### src/hdl/chained_byte_cipher_core_assert.svh
// assertion macros for the chained byte cipher core
// depends on nothing; included by the top level that uses the macros
`ifndef CHAINED_BYTE_CIPHER_CORE_ASSERT_SVH
`define CHAINED_BYTE_CIPHER_CORE_ASSERT_SVH

// same-cycle implication, checked out of reset
`define CBC_ASSERT_NOW(label, clk, rst_n, ante, cons, msg) \
  label: assert property (@(posedge clk) disable iff (!rst_n) (ante) |-> (cons)) \
    else $error(msg);

// next-cycle implication, checked out of reset
`define CBC_ASSERT_NEXT(label, clk, rst_n, ante, cons, msg) \
  label: assert property (@(posedge clk) disable iff (!rst_n) (ante) |=> (cons)) \
    else $error(msg);

`endif

### src/hdl/cbc_pkg.sv
// shared constants, types and datapath functions for the chained byte cipher
// depends on nothing; used by the channel interfaces and the top level
package cbc_pkg;

  localparam int unsigned DataW = 8;
  localparam int unsigned KeyW  = 4;
  localparam int unsigned CfgIdxW = 1;

  localparam logic [DataW-1:0] ChainIv         = 8'hCB;
  localparam logic [KeyW-1:0]  PartialKeyReset = 4'd1;
  localparam logic             DecryptReset    = 1'b0;

  typedef enum logic [CfgIdxW-1:0] {
    CfgPartialKey  = 1'b0,
    CfgDecryptMode = 1'b1
  } cfg_idx_e;

  // high nibble is the partial key, low bits are inverted copies of high bits
  function automatic logic [DataW-1:0] start_key(input logic [KeyW-1:0] pk);
    start_key = {pk, ~pk[0], ~pk[3], ~pk[2], ~pk[1]};
  endfunction

  // divisibility by 3: base-4 digit sum keeps the residue mod 3
  function automatic logic div_by_3(input logic [DataW-1:0] v);
    logic [3:0] s;
    s = {2'b00, v[1:0]} + {2'b00, v[3:2]} + {2'b00, v[5:4]} + {2'b00, v[7:6]};
    div_by_3 = (s == 4'd0) || (s == 4'd3) || (s == 4'd6) || (s == 4'd9) ||
               (s == 4'd12);
  endfunction

  // rotate left twice, once more when the result is divisible by 3
  function automatic logic [DataW-1:0] advance_key(input logic [DataW-1:0] k);
    logic [DataW-1:0] r2;
    r2 = {k[5:0], k[7:6]};
    advance_key = div_by_3(r2) ? {r2[6:0], r2[7]} : r2;
  endfunction

  // bit i xors chain bit (7 - i + r) mod 8, r the number of set key bits 0..i
  function automatic logic [DataW-1:0] mix_byte(input logic [DataW-1:0] data,
                                                input logic [DataW-1:0] key,
                                                input logic [DataW-1:0] chain);
    logic [DataW-1:0] res;
    logic [2:0]       rot;
    logic [2:0]       idx;
    res = '0;
    rot = '0;
    for (int i = 0; i < DataW; i++) begin
      rot    = rot + {2'b00, key[i]};
      idx    = 3'(DataW - 1 - i) + rot;
      res[i] = data[i] ^ chain[idx];
    end
    mix_byte = res;
  endfunction

endpackage

### src/hdl/cbc_if.sv
// valid/ready channel interfaces: input bytes, result bytes, config writes
// depends on cbc_pkg for widths
interface cbc_in_if import cbc_pkg::*; ();
  logic             valid;
  logic             ready;
  logic [DataW-1:0] data_in;
  logic             start_of_message;
  modport source (output valid, data_in, start_of_message, input ready);
  modport sink   (input valid, data_in, start_of_message, output ready);
endinterface

interface cbc_out_if import cbc_pkg::*; ();
  logic             valid;
  logic             ready;
  logic [DataW-1:0] data_out;
  modport source (output valid, data_out, input ready);
  modport sink   (input valid, data_out, output ready);
endinterface

interface cbc_cfg_if import cbc_pkg::*; ();
  logic               valid;
  logic               ready;
  logic [CfgIdxW-1:0] index;
  logic [KeyW-1:0]    wdata;
  modport source (output valid, index, wdata, input ready);
  modport sink   (input valid, index, wdata, output ready);
endinterface

### src/hdl/chained_byte_cipher_core.sv
// chained byte cipher core: top level, one byte in and one byte out
// depends on cbc_pkg, cbc_if.sv and chained_byte_cipher_core_assert.svh
//
//  channel | dir | payload                          | handshake
//  --------+-----+----------------------------------+-----------
//  cfg_i   | in  | index (1b), wdata (4b)           | valid/ready
//  in_i    | in  | data_in (8b), start_of_message   | valid/ready
//  out_o   | out | data_out (8b)                    | valid/ready
//
// a byte is registered in the input stage, then in the result stage, before it is offered on out_o
// one byte per cycle sustained while out_o is ready; the key/chain state update in the result stage
// closes the only datapath loop: key advance with its divisible-by-3 check, a chain bit select and an xor per bit
// stalls on out_o back up through the input register into in_i.ready
// reset clears valids, loads partial_key 1, encrypt mode, its start key and iv
// cfg_i is always ready; decrypt mode applies to the next processed byte,
// a new partial_key only at the next start of message
`include "chained_byte_cipher_core_assert.svh"

module chained_byte_cipher_core import cbc_pkg::*; (
  input  logic  clk_i,
  input  logic  rst_ni,
  cbc_cfg_if.sink   cfg_i,
  cbc_in_if.sink    in_i,
  cbc_out_if.source out_o
);

  // configuration registers
  logic [KeyW-1:0]  partial_key_q;
  logic             decrypt_q;

  // input register stage
  logic             in_valid_q;
  logic [DataW-1:0] in_data_q;
  logic             in_sop_q;

  // cipher state, updated as each byte leaves the input stage
  logic [DataW-1:0] key_q,   key_d;
  logic [DataW-1:0] chain_q, chain_d;

  // result register stage
  logic             out_valid_q;
  logic [DataW-1:0] out_data_q, out_data_d;

  logic             advance;
  logic [DataW-1:0] chain_cur;

  // result stage frees up when empty or when its byte is taken this cycle
  assign advance    = in_valid_q && (!out_valid_q || out_o.ready);
  assign in_i.ready = !in_valid_q || advance;
  assign cfg_i.ready = 1'b1;

  assign out_o.valid    = out_valid_q;
  assign out_o.data_out = out_data_q;

  // start of message restarts key and chain before this byte
  always_comb begin
    key_d      = advance_key(in_sop_q ? start_key(partial_key_q) : key_q);
    chain_cur  = in_sop_q ? ChainIv : chain_q;
    out_data_d = mix_byte(in_data_q, key_d, chain_cur);
    // ciphertext feeds the chain: output when encrypting, input when decrypting
    chain_d    = decrypt_q ? in_data_q : out_data_d;
  end

  always_ff @(posedge clk_i or negedge rst_ni) begin
    if (!rst_ni) begin
      partial_key_q <= PartialKeyReset;
      decrypt_q     <= DecryptReset;
    end else if (cfg_i.valid && cfg_i.ready) begin
      case (cfg_idx_e'(cfg_i.index))
        CfgPartialKey:  partial_key_q <= cfg_i.wdata;
        CfgDecryptMode: decrypt_q     <= cfg_i.wdata[0];
        default: ;
      endcase
    end
  end

  always_ff @(posedge clk_i or negedge rst_ni) begin
    if (!rst_ni) begin
      in_valid_q  <= 1'b0;
      out_valid_q <= 1'b0;
      key_q       <= start_key(PartialKeyReset);
      chain_q     <= ChainIv;
    end else begin
      if (in_i.ready) begin
        in_valid_q <= in_i.valid;
      end
      if (advance) begin
        out_valid_q <= 1'b1;
        key_q       <= key_d;
        chain_q     <= chain_d;
      end else if (out_o.ready) begin
        out_valid_q <= 1'b0;
      end
    end
  end

  // payload registers, no reset
  always_ff @(posedge clk_i) begin
    if (in_i.valid && in_i.ready) begin
      in_data_q <= in_i.data_in;
      in_sop_q  <= in_i.start_of_message;
    end
    if (advance) begin
      out_data_q <= out_data_d;
    end
  end

  // a byte in the input stage that cannot move on stays there
  `CBC_ASSERT_NEXT(a_in_hold, clk_i, rst_ni, in_valid_q && !advance, in_valid_q, "input stage dropped a byte")
  // every byte that moves on shows up as a result
  `CBC_ASSERT_NEXT(a_out_fill, clk_i, rst_ni, advance, out_valid_q, "result stage missed a byte")
  // in decrypt mode the chain carries the received byte
  `CBC_ASSERT_NEXT(a_dec_chain, clk_i, rst_ni, advance && decrypt_q, chain_q == $past(in_data_q), "decrypt chain not from input")

endmodule
### src/flat_wrapper.sv
// flat-port wrapper written by rule: the top's interface ports become plain ports
module chained_byte_cipher_core_flat import cbc_pkg::*;
  (clk_i, rst_ni, cfg_i_valid, cfg_i_index, cfg_i_wdata, cfg_i_ready, in_i_valid, in_i_data_in, in_i_start_of_message, in_i_ready, out_o_valid, out_o_data_out, out_o_ready);
  cbc_cfg_if cfg_i_i ();
  cbc_in_if in_i_i ();
  cbc_out_if out_o_i ();
  input  logic clk_i;
  input  logic rst_ni;
  input wire logic [$bits(cfg_i_i.valid)-1:0] cfg_i_valid;
  input wire logic [$bits(cfg_i_i.index)-1:0] cfg_i_index;
  input wire logic [$bits(cfg_i_i.wdata)-1:0] cfg_i_wdata;
  output wire logic [$bits(cfg_i_i.ready)-1:0] cfg_i_ready;
  input wire logic [$bits(in_i_i.valid)-1:0] in_i_valid;
  input wire logic [$bits(in_i_i.data_in)-1:0] in_i_data_in;
  input wire logic [$bits(in_i_i.start_of_message)-1:0] in_i_start_of_message;
  output wire logic [$bits(in_i_i.ready)-1:0] in_i_ready;
  output wire logic [$bits(out_o_i.valid)-1:0] out_o_valid;
  output wire logic [$bits(out_o_i.data_out)-1:0] out_o_data_out;
  input wire logic [$bits(out_o_i.ready)-1:0] out_o_ready;
  assign cfg_i_i.valid = cfg_i_valid;
  assign cfg_i_i.index = cfg_i_index;
  assign cfg_i_i.wdata = cfg_i_wdata;
  assign cfg_i_ready = cfg_i_i.ready;
  assign in_i_i.valid = in_i_valid;
  assign in_i_i.data_in = in_i_data_in;
  assign in_i_i.start_of_message = in_i_start_of_message;
  assign in_i_ready = in_i_i.ready;
  assign out_o_valid = out_o_i.valid;
  assign out_o_data_out = out_o_i.data_out;
  assign out_o_i.ready = out_o_ready;
  chained_byte_cipher_core u_core (.clk_i(clk_i), .rst_ni(rst_ni), .cfg_i(cfg_i_i), .in_i(in_i_i), .out_o(out_o_i));
endmodule
### config.mk
export PLATFORM = sky130hd
export DESIGN_NAME = chained_byte_cipher_core_flat
export DESIGN_NICKNAME = d
export VERILOG_FILES = /design/src/hdl/cbc_pkg.sv /design/src/hdl/cbc_if.sv /design/src/hdl/chained_byte_cipher_core.sv /design/src/flat_wrapper.sv
export VERILOG_INCLUDE_DIRS = /design/src /design/src/hdl
export SDC_FILE = /design/constraint.sdc
export NUM_CORES = 1
export LEC_CHECK = 0
export ABC_AREA = 1
export CORE_ASPECT_RATIO = 2
export CORE_MARGIN = 2
export CORE_UTILIZATION = 43
export DETAILED_ROUTE_END_ITERATION = 7
export DONT_BUFFER_PORTS = 1
export SKIP_CTS_REPAIR_TIMING = 1
export SLEW_MARGIN = 30
export SYNTH_ARGS = -nofsm -noshare
export SYNTH_HDL_FRONTEND = slang
export SYNTH_SLANG_ARGS = --single-unit
### constraint.sdc
create_clock -name clk_i -period 7.5 [get_ports clk_i]
set_input_delay 0.375 -clock clk_i [delete_from_list [all_inputs] [get_ports clk_i]]
set_output_delay 0.375 -clock clk_i [all_outputs]
set_load 0.1 [all_outputs]
# Yosys cells after proc, flatten, opt, wreduce, memory -nomap -nowiden
# Index checks and enable logic that the tools add are counted.
totals:
  regBits: 40
  latchBits: 0
  mem_bits_rw: 0
  mem_bits_ro: 0
  input_bits: 19
  out_inout_bits: 11
  word_cells: 87
  memories: 0
op_classes:
  add_sub_neg: 17
  mul: 0
  div: 0
  n_lt_le_gt_ge: 8
  eq_ne: 4
  shifts: 0
  mux: 22
  n_bitwise: 13
  reduce_logical: 14
op_table:
  columns: ["operator", "n"]
  rows:
  - ["less-than comparator 3 x 4 -> 1 bit, second input constant", 8]
  - ["2-to-1 mux 8 bit", 4]
  - ["binary-select mux 1 bit (select 3 bit)", 8]
  - ["adder 3 x 1 -> 3 bit", 6]
  - ["2-to-1 mux 1 bit", 10]
  - ["adder 3 bit, first input constant", 3]
  - ["adder 4 x 2 -> 4 bit", 2]
  - ["equality test 4 bit, second input constant", 2]
  - ["bitwise XOR 1 bit", 8]
  - ["adder 2 x 3 -> 3 bit, first input constant", 2]
  - ["logical OR 1 bit", 6]
  - ["inverter 1 bit", 5]
  - ["equality test 4 x 2 -> 1 bit, second input constant", 1]
  - ["equality test 4 x 3 -> 1 bit, second input constant", 1]
  - ["zero test 4 bit", 1]
  - ["AND reduction 2 bit", 2]
  - ["adder 1 x 2 -> 3 bit, first input constant", 1]
  - ["adder 1 x 3 -> 3 bit, first input constant", 1]
  - ["adder 2 x 2 -> 3 bit", 1]
  - ["adder 1 x 1 -> 2 bit", 1]
  - ["logical AND 1 bit", 2]
  - ["zero test 1 bit", 2]
  - ["nonzero test 2 bit", 1]

# Longest topological paths before layout
depth:
  word_depth: 22
  ltp_mapped: 37
  mapped_depth_nobuf: 36

# Worst setup path after synthesis
# OpenSTA, ideal clock, no wires.
synth_timing:
  kind: "flip-flop to flip-flop"
  start: "reg u_core.in_sop_q"
  end: "reg u_core.out_data_q[6] (netlist: u_core.out_o.data_out[6]), data pin"
  setup_ns: 0.254
  arrival_time_ns: 6.658
  setup_slack_ns: 0.589
  stages_incl_launch_ff: 32
  synth_period_minus_slack_ns: 6.911
  path_cell_list: "edfxtp_1 -> buf_6 -> nand2_2 -> inv_1 -> a21oi_1 -> ha_1 -> fa_1 -> fa_1 -> ha_1 -> inv_1 -> fa_1 -> nand2_1 -> inv_1 -> o22ai_1 -> nand2_1 -> inv_1 -> o21ai_0 -> fa_1 -> ha_1 -> inv_1 -> fa_1 -> inv_1 -> ha_1 -> ha_1 -> ha_1 -> ha_1 -> inv_1 -> o21ai_0 -> o21ai_0 -> nand3_1 -> nand3_1 -> nand2_1"
synth_rtl:
  columns: ["element", "line_no", "text"]
  rows:
  - ["start, declared", "chained_byte_cipher_core.sv:34", "logic in_sop_q;"]
  - ["start signal, assigned", "chained_byte_cipher_core.sv:101", "in_sop_q <= in_i.start_of_message;"]
  - ["2-to-1 mux 8 bit (*)", "chained_byte_cipher_core.sv:57", "key_d = advance_key(in_sop_q ? start_key(partial_key_q) : key_q);"]
  - ["adder 2 x 2 -> 3 bit", "cbc_pkg.sv:26", "s = {2'b00, v[1:0]} + {2'b00, v[3:2]} + {2'b00, v[5:4]} + {2'b00, v[7:6]};"]
  - ["adder 4 x 2 -> 4 bit (2 in a row)", "cbc_pkg.sv:26", null]
  - ["equality test 4 x 2 -> 1 bit / zero test 4 bit (equally long branches)", "cbc_pkg.sv:27", "div_by_3 = (s == 4'd0) || (s == 4'd3) || (s == 4'd6) || (s == 4'd9) ||"]
  - ["logical OR 1 bit (4 in a row)", "cbc_pkg.sv:27", null]
  - ["2-to-1 mux 8 bit (*)", "cbc_pkg.sv:35", "advance_key = div_by_3(r2) ? {r2[6:0], r2[7]} : r2;"]
  - ["named net u_core.key_d[2]", "chained_byte_cipher_core.sv:37", "logic [DataW-1:0] key_q, key_d;"]
  - ["adder 3 x 1 -> 3 bit (*) (5 in a row)", "cbc_pkg.sv:48", "rot = rot + {2'b00, key[i]};"]
  - ["adder 1 x 3 -> 3 bit (*)", "cbc_pkg.sv:49", "idx = 3'(DataW - 1 - i) + rot;"]
  - ["binary-select mux 1 bit (select 3 bit) (*)", "cbc_pkg.sv:50", "res[i] = data[i] ^ chain[idx];"]
  - ["2-to-1 mux 1 bit (not written as such) (*)", "cbc_pkg.sv:50", null]
  - ["bitwise XOR 1 bit (*)", "cbc_pkg.sv:50", null]
  - ["named net u_core.out_data_d[6]", "chained_byte_cipher_core.sv:42", "logic [DataW-1:0] out_data_q, out_data_d;"]
  - ["end signal, assigned", "chained_byte_cipher_core.sv:104", "out_data_q <= out_data_d;"]
  - ["end, declared", "chained_byte_cipher_core.sv:42", null]
# The timed path passes the listed nets; every way through them passes the cells marked *. The select of a mux whose other input is x is not followed.
# A chain may end at the register's enable or synchronous reset.

# Final worst setup path
layout_timing:
  start: "reg u_core.in_sop_q"
  end: "reg u_core.out_data_q[6] (netlist: u_core.out_o.data_out[6]), data pin"
layout_between:
  elab_chain_cells: 20
layout_lines:
  columns: ["element", "line_no"]
  rows:
  - ["2-to-1 mux 8 bit (*)", "chained_byte_cipher_core.sv:57"]
  - ["adder 2 x 2 -> 3 bit", "cbc_pkg.sv:26"]
  - ["adder 4 x 2 -> 4 bit (2 in a row)", "cbc_pkg.sv:26"]
  - ["equality test 4 x 2 -> 1 bit / zero test 4 bit (equally long branches)", "cbc_pkg.sv:27"]
  - ["logical OR 1 bit (4 in a row)", "cbc_pkg.sv:27"]
  - ["2-to-1 mux 8 bit (*)", "cbc_pkg.sv:35"]
  - ["named net u_core.key_d[1]", "chained_byte_cipher_core.sv:37"]
  - ["adder 1 x 1 -> 2 bit (*)", "cbc_pkg.sv:48"]
  - ["adder 3 x 1 -> 3 bit (*) (5 in a row)", "cbc_pkg.sv:48"]
  - ["adder 1 x 3 -> 3 bit (*)", "cbc_pkg.sv:49"]
  - ["binary-select mux 1 bit (select 3 bit) (*)", "cbc_pkg.sv:50"]
  - ["2-to-1 mux 1 bit (not written as such) (*)", "cbc_pkg.sv:50"]
  - ["bitwise XOR 1 bit (*)", "cbc_pkg.sv:50"]
  - ["named net u_core.out_data_d[6]", "chained_byte_cipher_core.sv:42"]
# Marks and branches as above.

==> flow_metrics.py <==
metrics = {
    "sta": {
        "timing.final.crit_share_pct": 94.8,
        "setup_ws_ps": 393,
        "maxSlewViolCount": 0,
        "clock_skew_ps": 4.98,
        "max_freq_mhz": 141,
        "setup_viol": 0,
        "max-slew-margin-rel_pct": 36.8,
        "worstMarginPinSlew_ps": 949,
        "period_minus_slack_ps": 7110,
        "hold_viol": 0,
    },
    "floorplan": {
        "design.portCount": 30,
        "fp.dieW_um": 61.6,
        "rows": 42,
        "start_util_pct": 43.8,
        "dieHeight_um": 119,
        "core_area_sq_um": 6520,
        "die_area_sq_um": 7350,
    },
    "critical_path": {
        "critPathMostFrequentCell": "ha_1",
        "r2r_start": "u_core.in_sop_q",
        "worstPathMaxFanout": 9,
        "rr_endpoint": "u_core.out_o.data_out[6]",
        "cp-end-kind": "flip-flop",
        "arrival_ps": 7150,
        "worst_ep_required_time_ps": 7540,
        "crit_slowest_cell": "fa_2",
        "path_class": "reg -> reg",
        "critPathBufInv": 8,
        "start_kind": "flip-flop",
        "r2r_cells": 32,
        "cpPeakStageDelay_ps": 640,
        "crit_family": "adder cells",
        "r2r_slack_ps": 390,
    },
    "finish": {
        "fill_cells": 674,
        "nets": 424,
        "n_antenna_cell": 0,
        "area_delta_synth_final_pct": 11.7,
        "final_layout_size_suffix_gt1_share_pct": 11.2,
        "stdcell_count": 472,
    },
    "clocking": {
        "insertion_delay_ps": 290,
        "cts_root_buf": "clkbuf_16",
        "cts_buffer_depth": 2,
        "cts_made_buffers": 5,
        "cts_tree": "built",
        "cts_sinks": 40,
        "htreeDepth": 2,
        "clk_pin_slew_worst_paths_ps": 60,
    },
    "routing": {
        "vias": 2448,
        "drc": 0,
        "dr.pass1.iters": 4,
        "drtIter0Drc": 101,
        "routed_wl_um": 6700,
        "avgRoutedWirePerCell_um": 14.2,
        "viasPerCell": 5.19,
        "ant_nets": 0,
    },
    "place": {
        "dp_cells": 457,
        "hpwl_um": 5130,
        "portBuffers": 0,
        "gp_congestion": 0.869,
        "dp_slack_ps": 71.0,
    },
    "global_route": {
        "grt_max_degree": 25,
        "grt_usage_pct": 20.2,
        "grt_pass1_vias": 2383,
        "antenna_found_initial": 0,
        "grt_overflow": 0,
        "grt_pass1_wl_um": 11100,
    },
    "synthesis": {
        "synth_top_area_share_pct": 17.9,
        "yosys_warnings": 0,
        "yosysSeqAreaShare_pct": 38.5,
        "yosysTopAreaCell": "edfxtp_1",
        "synth_nets": 414,
        "synthTopCellsByArea": "edfxtp_1 (18%), nand2_1 (14%), dfrtp_1 (11%), dfstp_2 (9.2%), inv_1 (7.2%)",
        "synth.cell_area_sq_um": 2860,
        "synth_seq_cells": 40,
        "ys_types": 31,
        "avgSynthCellArea_sq_um": 7.66,
        "synthesis.instances": 373,
    },
    "run": {
        "cap_viol_max_count": 0,
    },
    "hold_path": {
        "min_from": "cfg_i_valid",
        "min_path_cells": 1,
        "hold_end": "u_core.decrypt_q",
        "hold_path.class": "in -> reg",
    },
    "run_status": {
        "status": "completed",
    },
}
## cell usage in the layout (no fill, tap or decap), types with 3 or more instances in the layout
| cell | count |
|---|---|
| nand2_2 | 6 |
| nand3_1 | 33 |
| nor2_1 | 12 |
| nand2_1 | 106 |
| dfstp_2 | 10 |
| inv_1 | 55 |
| fa_1 | 6 |
| edfxtp_1 | 17 |
| o211ai_1 | 5 |
| a21oi_1 | 21 |
| o21ai_1 | 13 |
| xor2_1 | 6 |
| dfrtp_1 | 13 |
| clkbuf_16 | 6 |
| o21ai_0 | 28 |
| ha_1 | 15 |
| mux2_2 | 3 |
| buf_4 | 6 |
## cells in the mapped netlist
library cell,number
dfrtp_1,13
clkinv_1,1
inv_2,2
a21oi_1,22
nand2_1,106
mux2_2,3
fa_1,7
nor2_1,12
xnor2_1,1
o21ai_0,30
o21ai_2,2
buf_4,1
buf_6,1
or2_1,1
xor2_1,6
clkbuf_1,3
conb_1,1
o21ai_1,11
nand3_1,34
o22ai_1,2
ha_1,15
nand2_2,6
a31oi_1,2
o211ai_1,5
dfstp_2,10
nand3b_1,1
nand3_2,1
nor2_2,1
inv_1,55
edfxtp_1,17
o21a_1,1
## through the flow
| stage | setup TNS, ps | utilization [%] | hold slack, ps | instance area, sq um |
|---|---|---|---|---|
| floorplan | 0 | - | 79.4 | 2860 |
| global placement | 0 | 45.2 | 80.3 | 2940 |
| detailed placement | 0 | 45.3 | 80.4 | 2950 |
| CTS | 0 | 47.8 | -228 | 3120 |
| global route | -12.9 | 48.9 | 169 | 3190 |
| finish | 0 | 48.9 | 179 | 3190 |
## cell type report
cell class                 instances  area (sq um)  area share [%]
inverter                          58           218            6.83
multi-input combinational        270          1520            47.7
sequential                        40          1100            34.4
tap                               88           110            3.45
timing repair buffer               8          75.1            2.35
clock buffer                       6           150            4.71
clock inverter                     2          16.3           0.510
## layer usage
| metal | track usage [%] | part of all wire (%) |
|---|---|---|
| met3 | 3.58 | 3.3 |
| met5 | 0 | 0 |
| met1 | 27.5 | 45 |
| met2 | 31.2 | 50 |
| met4 | 7.85 | 2.3 |
## flip-flops by register name (all words and copies together) (netlist names)
name,flops
u_core.in_sop_q,1
u_core.out_o.valid,1
u_core.decrypt_q,1
u_core.key_q,8
u_core.chain_q,8
u_core.out_o.data_out,8
u_core.partial_key_q,4
u_core.in_valid_q,1
u_core.in_data_q,8
## worst max-delay path by stage
stage	start	endpoint	cells after the start
6_report	u_core.in_sop_q	u_core.out_o.data_out[6]	32
4_1_cts	u_core.in_sop_q	u_core.out_o.data_out[6]	29
3_5_place_dp	u_core.in_sop_q	u_core.out_o.data_out[6]	29
3_3_place_gp	u_core.in_sop_q	u_core.out_o.data_out[6]	29
5_1_grt	u_core.in_sop_q	u_core.out_o.data_out[6]	33
2_1_floorplan	u_core.in_sop_q	u_core.out_o.data_out[6]	31
## cells by family after synthesis
family,after synthesis,synth area share [%]
xor gates and xnor gates,7,2.15
and+or+nand+nor,162,23.8
buffers and inverters,63,8.67
muxes,3,1.18
AOI/OAI and AO/OA,75,14.1
DFF,40,38.5
adders and majority gates,22,11.5
other,1,0.131
Power is not shown: default switching activity piles up to over one toggle a cycle in this logic, so the estimate is an artifact.
